## src/rtl/core/esc_dmt_pkg.sv

```systemverilog
// Package for the drive mode tracker: register indices, mode and output bit
// positions, port widths and the random hold time function. No dependencies.
package esc_dmt_pkg;

    localparam int CFG_IDX_W = 3;

    localparam logic [CFG_IDX_W-1:0] REG_NEUTRAL_HIGH  = 3'd0;
    localparam logic [CFG_IDX_W-1:0] REG_NEUTRAL_LOW   = 3'd1;
    localparam logic [CFG_IDX_W-1:0] REG_MODE_FLAGS    = 3'd2;
    localparam logic [CFG_IDX_W-1:0] REG_DISARM_TICKS  = 3'd3;
    localparam logic [CFG_IDX_W-1:0] REG_BRAKE_FWD_MIN = 3'd4;
    localparam logic [CFG_IDX_W-1:0] REG_BRAKE_FWD_MAX = 3'd5;
    localparam logic [CFG_IDX_W-1:0] REG_BRAKE_REV_MIN = 3'd6;
    localparam logic [CFG_IDX_W-1:0] REG_BRAKE_REV_MAX = 3'd7;

    localparam int MF_DISARM    = 0;
    localparam int MF_ABRK_FWD  = 1;
    localparam int MF_ABRK_REV  = 2;
    localparam int MF_FWD_ARMS  = 3;

    localparam int OUT_FWD   = 0;
    localparam int OUT_REV   = 1;
    localparam int OUT_BRAKE = 2;

    localparam int IN_DATA_W  = 24;
    localparam int IN_USER_W  = 2;
    localparam int OUT_DATA_W = 8;

    typedef logic [15:0] t_hold;

    // Returns lo + (((hi - lo + 1) * rnd) >> 16), or lo when hi is below lo.
    function automatic t_hold pick_hold(input t_hold lo, input t_hold hi, input t_hold rnd);
        logic [16:0] span;
        logic [32:0] prod;
        begin
            span = {1'b0, hi} - {1'b0, lo} + 17'd1;
            prod = 33'(span) * 33'(rnd);
            if (hi < lo) begin
                pick_hold = lo;
            end else begin
                pick_hold = lo + prod[31:16];
            end
        end
    endfunction

endpackage

```

## src/rtl/core/esc_drive_mode_tracker_core.sv

```systemverilog
// Drive mode tracker core: input register, one pass of update logic and a
// result register, plus the configuration registers. Uses esc_dmt_pkg.
//
// Channel  Direction  Handshake                  Payload
// s        in         i_s_tvalid / o_s_tready    tick, new_sample, throttle, random_word
// m        out        o_m_tvalid / i_m_tready    forward, reversing, braking
// cfg      in         i_cfg_valid / o_cfg_ready  register index, write data
//
// Each transaction is held in the input register and is then written to the
// result register, and one transaction can be taken every cycle while the
// output is not stalled. The brake hold multiplier sits in the update logic
// between the two registers. Reset clears the drive state and loads the
// default configuration. A stalled output holds its result and the input
// register, and stops input only when both are full.
module esc_drive_mode_tracker_core #(
    parameter int REVERSE_HOLD_MIN = 50,
    parameter int REVERSE_HOLD_MAX = 100
) (
    input  logic                                  i_clk,
    input  logic                                  i_rst_n,
    input  logic                                  i_s_tvalid,
    output logic                                  o_s_tready,
    // [7:0] throttle, [23:8] random_word
    input  logic [esc_dmt_pkg::IN_DATA_W-1:0]     i_s_tdata,
    // [0] tick, [1] new_sample
    input  logic [esc_dmt_pkg::IN_USER_W-1:0]     i_s_tuser,
    output logic                                  o_m_tvalid,
    input  logic                                  i_m_tready,
    // [0] forward, [1] reversing, [2] braking, [7:3] zero
    output logic [esc_dmt_pkg::OUT_DATA_W-1:0]    o_m_tdata,
    input  logic                                  i_cfg_valid,
    output logic                                  o_cfg_ready,
    input  logic [esc_dmt_pkg::CFG_IDX_W-1:0]     i_cfg_index,
    input  logic [15:0]                           i_cfg_data
);
    import esc_dmt_pkg::*;

    logic [6:0]  r_neutral_high;
    logic [6:0]  r_neutral_low;
    logic [3:0]  r_mode_flags;
    t_hold       r_disarm_ticks;
    t_hold       r_brake_fwd_min;
    t_hold       r_brake_fwd_max;
    t_hold       r_brake_rev_min;
    t_hold       r_brake_rev_max;

    logic        r_in_valid;
    logic        r_tick;
    logic        r_new_sample;
    logic signed [7:0] r_throttle;
    t_hold       r_random_word;

    logic        r_out_valid;
    logic [2:0]  r_out_flags;

    logic        r_use_low;
    t_hold       r_disarm_count;
    t_hold       r_brake_count;
    t_hold       r_reverse_count;
    logic        r_fwd, r_rev, r_brk, r_dis, r_abrk, r_arev, r_armed;

    logic        n_use_low;
    t_hold       n_disarm_count;
    t_hold       n_brake_count;
    t_hold       n_reverse_count;
    logic        n_fwd, n_rev, n_brk, n_dis, n_abrk, n_arev, n_armed;

    logic        advance;
    logic [7:0]  mag;
    logic [6:0]  thresh;
    t_hold       brake_hold;
    t_hold       reverse_hold;

    assign advance     = r_in_valid && (!r_out_valid || i_m_tready);
    assign o_s_tready  = !r_in_valid || !r_out_valid || i_m_tready;
    assign o_m_tvalid  = r_out_valid;
    assign o_m_tdata   = {5'd0, r_out_flags};
    assign o_cfg_ready = 1'b1;

    assign mag    = r_throttle[7] ? 8'(-r_throttle) : 8'(r_throttle);
    assign thresh = r_use_low ? r_neutral_low : r_neutral_high;

    assign reverse_hold = pick_hold(16'(REVERSE_HOLD_MIN), 16'(REVERSE_HOLD_MAX),
                                    r_random_word);
    assign brake_hold   = r_fwd ? pick_hold(r_brake_fwd_min, r_brake_fwd_max, r_random_word)
                                : pick_hold(r_brake_rev_min, r_brake_rev_max, r_random_word);

    always_comb begin
        n_use_low       = r_use_low;
        n_disarm_count  = r_disarm_count;
        n_brake_count   = r_brake_count;
        n_reverse_count = r_reverse_count;
        n_fwd   = r_fwd;
        n_rev   = r_rev;
        n_brk   = r_brk;
        n_dis   = r_dis;
        n_abrk  = r_abrk;
        n_arev  = r_arev;
        n_armed = r_armed;

        if (r_tick) begin
            if (r_dis) begin
                n_disarm_count = r_disarm_count - 16'd1;
                if (n_disarm_count == 16'd0) begin
                    n_dis   = 1'b0;
                    n_armed = 1'b0;
                end
            end
            if (r_abrk) begin
                n_brake_count = r_brake_count - 16'd1;
                if (n_brake_count == 16'd0) begin
                    n_abrk = 1'b0;
                    n_brk  = 1'b0;
                end
            end
            if (r_arev) begin
                n_reverse_count = r_reverse_count - 16'd1;
                if (n_reverse_count == 16'd0) begin
                    n_arev = 1'b0;
                    n_rev  = 1'b0;
                end
            end
        end

        if (r_new_sample) begin
            if (mag < {1'b0, thresh}) begin
                n_use_low = 1'b0;
                if (n_fwd) begin
                    n_fwd = 1'b0;
                    if (r_mode_flags[MF_DISARM]) begin
                        n_dis          = 1'b1;
                        n_disarm_count = r_disarm_ticks;
                    end
                    if (r_mode_flags[MF_ABRK_FWD]) begin
                        n_brk         = 1'b1;
                        n_abrk        = 1'b1;
                        n_brake_count = brake_hold;
                    end
                end else if (n_rev) begin
                    if (!n_arev) begin
                        n_arev          = 1'b1;
                        n_reverse_count = reverse_hold;
                        if (r_mode_flags[MF_ABRK_REV]) begin
                            n_brk         = 1'b1;
                            n_abrk        = 1'b1;
                            n_brake_count = brake_hold;
                        end
                    end
                end else if (n_brk) begin
                    if (!n_abrk) begin
                        n_armed = 1'b0;
                        n_brk   = 1'b0;
                    end
                end
            end else begin
                n_use_low = 1'b1;
                n_abrk    = 1'b0;
                n_dis     = 1'b0;
                if (r_throttle[7]) begin
                    if (!n_armed) begin
                        n_rev  = 1'b1;
                        n_brk  = 1'b0;
                        n_fwd  = 1'b0;
                        n_arev = 1'b0;
                    end else begin
                        n_brk = 1'b1;
                        n_fwd = 1'b0;
                        n_rev = 1'b0;
                    end
                end else begin
                    n_fwd = 1'b1;
                    n_rev = 1'b0;
                    n_brk = 1'b0;
                    if (r_mode_flags[MF_FWD_ARMS]) begin
                        n_armed = 1'b1;
                    end
                end
            end
        end
    end

    always_ff @(posedge i_clk) begin
        if (!i_rst_n) begin
            r_neutral_high  <= 7'd12;
            r_neutral_low   <= 7'd8;
            r_mode_flags    <= 4'd9;
            r_disarm_ticks  <= 16'd100;
            r_brake_fwd_min <= 16'd50;
            r_brake_fwd_max <= 16'd100;
            r_brake_rev_min <= 16'd50;
            r_brake_rev_max <= 16'd100;
        end else if (i_cfg_valid) begin
            unique case (i_cfg_index)
                REG_NEUTRAL_HIGH:  r_neutral_high  <= i_cfg_data[6:0];
                REG_NEUTRAL_LOW:   r_neutral_low   <= i_cfg_data[6:0];
                REG_MODE_FLAGS:    r_mode_flags    <= i_cfg_data[3:0];
                REG_DISARM_TICKS:  r_disarm_ticks  <= i_cfg_data;
                REG_BRAKE_FWD_MIN: r_brake_fwd_min <= i_cfg_data;
                REG_BRAKE_FWD_MAX: r_brake_fwd_max <= i_cfg_data;
                REG_BRAKE_REV_MIN: r_brake_rev_min <= i_cfg_data;
                REG_BRAKE_REV_MAX: r_brake_rev_max <= i_cfg_data;
                default: ;
            endcase
        end
    end

    always_ff @(posedge i_clk) begin
        if (!i_rst_n) begin
            r_in_valid  <= 1'b0;
            r_out_valid <= 1'b0;
        end else begin
            if (o_s_tready) begin
                r_in_valid <= i_s_tvalid;
            end
            if (advance) begin
                r_out_valid <= 1'b1;
            end else if (i_m_tready) begin
                r_out_valid <= 1'b0;
            end
        end
    end

    always_ff @(posedge i_clk) begin
        if (i_s_tvalid && o_s_tready) begin
            r_tick        <= i_s_tuser[0];
            r_new_sample  <= i_s_tuser[1];
            r_throttle    <= i_s_tdata[7:0];
            r_random_word <= i_s_tdata[23:8];
        end
        if (advance) begin
            r_out_flags[OUT_FWD]   <= n_fwd;
            r_out_flags[OUT_REV]   <= n_rev;
            r_out_flags[OUT_BRAKE] <= n_brk;
        end
    end

    always_ff @(posedge i_clk) begin
        if (!i_rst_n) begin
            r_use_low       <= 1'b0;
            r_disarm_count  <= 16'd0;
            r_brake_count   <= 16'd0;
            r_reverse_count <= 16'd0;
            r_fwd   <= 1'b0;
            r_rev   <= 1'b0;
            r_brk   <= 1'b0;
            r_dis   <= 1'b0;
            r_abrk  <= 1'b0;
            r_arev  <= 1'b0;
            r_armed <= 1'b0;
        end else if (advance) begin
            r_use_low       <= n_use_low;
            r_disarm_count  <= n_disarm_count;
            r_brake_count   <= n_brake_count;
            r_reverse_count <= n_reverse_count;
            r_fwd   <= n_fwd;
            r_rev   <= n_rev;
            r_brk   <= n_brk;
            r_dis   <= n_dis;
            r_abrk  <= n_abrk;
            r_arev  <= n_arev;
            r_armed <= n_armed;
        end
    end

endmodule

```

## config.mk

```make
export PLATFORM = sky130hd
export DESIGN_NAME = esc_drive_mode_tracker_core
export DESIGN_NICKNAME = d
export VERILOG_FILES = /design/src/rtl/core/esc_dmt_pkg.sv /design/src/rtl/core/esc_drive_mode_tracker_core.sv
export SDC_FILE = /design/constraint.sdc
export NUM_CORES = 2
export LEC_CHECK = 0
export ABC_AREA = 1
export BUFFER_PORTS_ARGS = -buffer_cell sky130_fd_sc_hd__buf_2
export CORE_MARGIN = 1.5
export CORE_UTILIZATION = 72
export CTS_BUF_LIST = sky130_fd_sc_hd__clkbuf_8
export DETAILED_ROUTE_END_ITERATION = 7
export HOLD_SLACK_MARGIN = 0.05
export MAX_ROUTING_LAYER = met4
export PLACE_DENSITY = 0.95
export SLEW_MARGIN = 0
export SYNTH_ARGS = -nofsm -noshare
export SYNTH_HDL_FRONTEND = slang
export SYNTH_SLANG_ARGS = --single-unit
```

## constraint.sdc

```tcl
create_clock -name i_clk -period 14.9 [get_ports i_clk]
set_input_delay 2.98 -clock i_clk [delete_from_list [all_inputs] [get_ports i_clk]]
set_output_delay 2.98 -clock i_clk [all_outputs]
set_load 0.02 [all_outputs]
```

Word-level counts from Yosys, hierarchy flattened
Index checks and enable logic that the tools add are counted.
Word-level totals
  register bits after elaboration: 185
  bits in latches: 0
  memory bits (writable): 0
  ROM bits: 0
  output and inout bits: 11
  word-level logic and storage cells: 162
  memories kept: 0
Cells by class
  $add $sub $neg: 11
  multiply operators: 3
  div/mod/pow operators: 0
  order comparisons: 3
  eq/ne operators: 7
  shifts and indexed selects: 0
  mux-type cells: 91
  bitwise operators: 0
  reduce and logical (&&, ||, !) cells: 21
Operators with widths (count)
  2-to-1 mux 16 bit: 25
  multiplier 17 x 16 -> 32 bit: 2
  2-to-1 mux 1 bit: 64
  logical NOT 16 bit: 3
  subtractor 16 x 1 -> 16 bit (second input constant): 3
  adder 17 x 1 -> 17 bit (second input constant): 2
  subtractor 16 x 16 -> 17 bit: 2
  adder 16 bit: 2
  < comparator 16 bit: 2
  multiplier 6 x 16 -> 22 bit (first input constant): 1
  AND reduction 2 bit: 9
  == test 3 bit (second input constant): 4
  < comparator 8 x 7 -> 1 bit: 1
  2-to-1 mux 8 bit: 1
  negator 8 bit: 1
  adder 6 x 6 -> 7 bit (first input constant): 1
  2-to-1 mux 7 bit: 1
  == test 3 x 2 -> 1 bit (second input constant): 2
  == test 3 x 1 -> 1 bit (second input constant): 1
  logical NOT 3 bit: 1
  logical OR 1 bit: 3
  logical AND 1 bit: 2
  logical NOT 1 bit: 2
  nonzero test 2 bit: 1

Logic depth before layout (Yosys ltp)
  depth in word-level cells: 12
  depth in mapped cells: 60
  gate-level depth less buffers: 59

Worst setup path after synthesis
OpenSTA, ideal clock, no wires.
  path kind: reg2reg
  start: register r_brake_rev_min[1]
  end: register r_brake_count[15]
  arrival: 9047 ps
  setup slack: 5784 ps
  stages on the path, launching flop included: 57
  buffers on the path: 1
  clock period less this slack: 9116 ps
  cells stage by stage: dfxtp_1 -> inv_1 -> ha_1 -> inv_1 -> ha_1 -> inv_1 -> fa_1 -> nand3b_1 -> nand2_1 -> a21oi_1 -> or2_2 -> nand2_1 -> a21oi_1 -> or2_2 -> nand2_1 -> inv_1 -> buf_2 -> nand2_1 -> [21 not listed] -> inv_1 -> ha_1 -> a21o_1 -> nand3_1 -> nand2_1 -> a21oi_1 -> nand2_1 -> nand2_1 -> nand2_1 -> inv_1 -> nand3_1 -> nand3_1 -> nand3_1 -> nand2_1 -> nand3_1 -> nand2_1 -> nand2_1 -> a21oi_1
Between the ends
  cells in the longest elaborated chain, start to end: 12
  elaborated cells between the ends (all ways): 14
  classes of those cells: add/sub: 3; mul: 1; order compare: 1; mux: 9
Ends and longest elaborated chain
  start: declaration: RTL line esc_drive_mode_tracker_core.sv:44  | t_hold r_brake_rev_min;
  start signal: assignment: RTL line esc_drive_mode_tracker_core.sv:200  | REG_BRAKE_REV_MIN: r_brake_rev_min <= i_cfg_data;
  subtractor 16 x 16 -> 17 bit: RTL line esc_dmt_pkg.sv:36  | span = {1'b0, hi} - {1'b0, lo} + 17'd1;
  adder 17 x 1 -> 17 bit: RTL line esc_dmt_pkg.sv:36
  multiplier 17 x 16 -> 32 bit: RTL line esc_dmt_pkg.sv:37  | prod = 33'(span) * 33'(rnd);
  adder 16 bit: RTL line esc_dmt_pkg.sv:41  | pick_hold = lo + prod[31:16];
  2-to-1 mux 16 bit (*): RTL line esc_dmt_pkg.sv:38  | if (hi < lo) begin
  2-to-1 mux 16 bit (*): RTL line esc_drive_mode_tracker_core.sv:85  | assign brake_hold = r_fwd ? pick_hold(r_brake_fwd_min, r_brake_fwd_max, r_random_word)
  2-to-1 mux 16 bit: RTL line esc_drive_mode_tracker_core.sv:143  | if (r_mode_flags[MF_ABRK_REV]) begin
  2-to-1 mux 16 bit: RTL line esc_drive_mode_tracker_core.sv:140  | if (!n_arev) begin
  2-to-1 mux 16 bit: RTL line esc_drive_mode_tracker_core.sv:139  | end else if (n_rev) begin
  2-to-1 mux 16 bit (*): RTL line esc_drive_mode_tracker_core.sv:128  | if (n_fwd) begin
  2-to-1 mux 16 bit (*): RTL line esc_drive_mode_tracker_core.sv:126  | if (mag < {1'b0, thresh}) begin
  2-to-1 mux 16 bit (*): RTL line esc_drive_mode_tracker_core.sv:125  | if (r_new_sample) begin
  end signal: assignment: RTL line esc_drive_mode_tracker_core.sv:253  | r_brake_count <= n_brake_count;
  end: declaration: RTL line esc_drive_mode_tracker_core.sv:58  | t_hold r_brake_count;
Mark *: on every way between the ends. The rest lies on a longest branch, timed or not.
A chain may end at the register's enable or synchronous reset.

Final worst setup path
Ends and elaborated chain as after synthesis.

==> impl_summary.txt <==
----------------------------------------------------
[CTS]
  Clock latency at the later pin of the worst-skew pair ... 0.52 ns
  Number of instances resized during post-cts repair ... 0
  Sinks on Clock Net ... 185
  Clock transition at the registers of the reported paths ... 0.12 ns
  Total CTS buffers ... 17
  Number of buffers between clock root and the deepest sink ... 2
  CTS root buffer ... clkbuf_8
  Number of H-tree levels ... 4
  Hold_buf cts ... 0
  CTS tree ... yes
  Number of setup buffers added after CTS ... 0

[STA]
  Period Utilization, post-route ... 70.6%
  Clock period minus final worst setup slack ... 10.53 ns
  Total negative slack ... 0 ns
  Worst-case headroom to the max-slew limit ... 17.5%
  RSZ-0062 raised after global routing ... no
  Slew at the pin with the worst max-slew slack ... 1.23 ns
  Hold violation count in the final report ... 0
  Max-slew violation total from the final report ... 0
  Highest attainable clock frequency ... 95.0 MHz
  Post-route setup slack ... 4.37 ns
  Layout Skew ... 0.0247 ns
  Final setup viols ... 0

[Finish]
  Final antenna diode count ... 0
  Post-layout util ... 75.9%
  Leading cell type in the layout, fill and taps excluded ... inv_1
  Post-route insts no fill ... 4,754
  Relative area change from synthesis to final layout ... 3.45%
  Number of nets in the finished design ... 5,018
  Most frequent cells in the layout ... inv_1, nand2_1, fa_1
  Share of final-layout standard cells stronger than drive strength 1 ... 4.10%
  Fill cell count ... 2,996

[Yosys]
  Main combinational cell family by area after synthesis ... adder cells
  Total standard cell area after synthesis ... 31,700 µm²
  Fraction of synthesized cell area in xor and xnor cells ... 3.06%
  Register bit count reported by yosys ... 185
  Share of synthesized cell area in and, or, nand and nor gates ... 18.5%
  Synthesized netlist cell count ... 4,185
  Library cell occupying the most area in the post-synthesis netlist ... fa_1
  Fraction of post-synthesis cell area in the top cell type by area ... 28.6%
  EDFF count, synth ... 29
  Mux share of post-synthesis cell area ... 0.221%
  FFs w/ async S/R, synth ... 0%
  Primary flip-flop cell chosen by synthesis mapping ... dfxtp_1
  Complex-gate fraction of the synthesized area ... 10.9%
  Register area share after synthesis ... 12.6%
  Synth warn ... 0
  Adder-cell area share of the yosys netlist ... 42.7%
  Syn_area_per_cell ... 7.58 µm²
  Number of distinct library cells after synthesis ... 53
  Main area contributors after synthesis ... fa_1, ha_1, inv_1, dfxtp_1, nand2_1

[Die]
  Die Y ... 213 µm
  Number of placement rows ... 76
  Floorplan die width ... 213 µm
  Area of the placeable core ... 43,300 µm²
  I/O pin count ... 61
  Die Outline Area ... 45,300 µm²
  Initial Utilization ... 73.3%

[Place]
  Cell total after placement ... 4,722
  Number of buffers inserted by port buffering ... 54
  Gp weighted congestion ... 1.01
  Post-placement setup slack ... 4.58 ns
  Detailed placement HPWL ... 70,400 µm

[Outcome]
  Result of the run ... finished with violations
  Violated checks ... design-rule violations

[Setup path]
  Critical Path RT ... 15.35 ns
  Sort of element at the end of the critical path ... register
  Most used cell along the critical path ... nand2_1
  Max stage delay on crit path ... 0.61 ns
  Cell with the largest stage delay on the worst path ... o21ai_0
  Buf+Inv Stages, Crit Path ... 10
  Worst-path maximum fanout ... 11
  CP Data Arrival Time ... 10.98 ns
  Setup crit start kind ... register
  Gate family responsible for the most delay along the worst path ... adder cells
  Category of the critical setup timing path ... register to register

[Job]
  Max-capacitance violation count ... 0

[Drt]
  DRC violations left ... 14
  Post-DR vias/cell ... 6.04
  DRT antenna net count ... 0
  TritonRoute pass-1 iters ... 8
  Count of routing violations after the opening detailed-route iteration ... 3,036
  Routed length per placed instance ... 18.8 µm
  Final routed wirelength across all metal layers ... 89,400 µm
  Routed via count ... 28,700

[Global routing]
  Wire length of the first global-routing pass ... 144,000 µm
  Number of global-route vias before repair ... 29,100
  Total routing usage reported by global routing ... 42.3%
  Most heavily used metal layer in global routing ... met2
  Number of antenna violations at the first check in global routing ... 0
  Pin count of the biggest net entering global routing ... 85
  Met2 Usage GRT ... 65.7%
  Total congestion overflow ... 0
  GR met3 Demand/Resource ... 8.87%
  Met1 layer usage reported by global route ... 49.0%

[Hold path]
  HP Class ... register to register

----------------------------------------------------
==> final cells by class <==
class                      instances  area, µm²  area share [%]
clock buffer                      17        234           0.713
clock inverter                    15        175           0.534
inverter                         863       3240            9.87
multi-input combinational       3006      24000            73.0
sequential                       185       3990            12.2
tap                              585        732            2.23
timing repair buffer              83        488            1.49
==> cell usage after synthesis, types with 18 or more instances <==
master      n
a21oi_1   261
clkbuf_1  114
dfxtp_1   156
edfxtp_1   29
fa_1      453
ha_1      359
inv_1     845
nand2_1   799
nand3_1   125
nand4_1    24
nor2_1    424
nor3_1     23
o211ai_1   54
o21ai_0   213
o21bai_1   18
xnor2_1    35
xor2_1     76
==> stage by stage <==
step	instance area, µm²	hold slack, ns
finish	32800	0.474
global route	32800	0.506
CTS	32800	0.477
detailed placement	32400	0.448
global placement	32400	0.438
floorplan	31700	0.428
==> path summary, 6_finish.rpt <==
kind                                         start            endpoint  slack [ns]  depth (start not counted)
worst max-delay path            r_brake_rev_min[1]   r_brake_count[15]        4.37                         56
worst min-delay path            r_disarm_count[14]  r_disarm_count[14]        0.47                          2
worst min register to register  r_disarm_count[14]  r_disarm_count[14]        0.47                          2
worst max register to register  r_brake_rev_min[1]   r_brake_count[15]        4.37                         56
==> logic make-up (layout without fill, tap and decap cells) <==
| group | after synthesis | count (layout) |
|---|---|---|
| AO/OA/AOI/OAI | 619 | 619 |
| multiplexers | 7 | 7 |
| other | 2 | 6 |
| AND/OR/NAND/NOR | 1451 | 1451 |
| flip-flops | 185 | 185 |
| buffers and inverters | 998 | 978 |
| adder cells (fa/ha/maj) | 812 | 812 |
| XOR/XNOR | 111 | 111 |
==> tightest hold or removal path, stage by stage (launching register included) <==
cell     delay [ns]
dfxtp_1        0.32
nand2_1        0.06
a21oi_1        0.06
==> flip-flops by register name, indices dropped and copies added, names as in the netlist, 3 cells and up <==
| signal | flops |
|---|---|
| r_brake_count | 16 |
| r_brake_fwd_max | 16 |
| r_brake_fwd_min | 16 |
| r_brake_rev_max | 16 |
| r_brake_rev_min | 16 |
| r_disarm_count | 16 |
| r_disarm_ticks | 16 |
| r_mode_flags | 4 |
| r_neutral_high | 7 |
| r_neutral_low | 7 |
| r_out_flags | 3 |
| r_random_word | 16 |
| r_reverse_count | 16 |
| r_throttle | 8 |
==> layer usage <==
metal  vias up  part of all wire [%]
li1      12900                     -
met1     13400                    36
met2      1854                    45
met3       563                    11
met4         0                   8.3
met5         -                     0
Power is left out: the tool's default activity adds up to more than one toggle a clock period on the data nets, which glitch-free logic cannot reach.
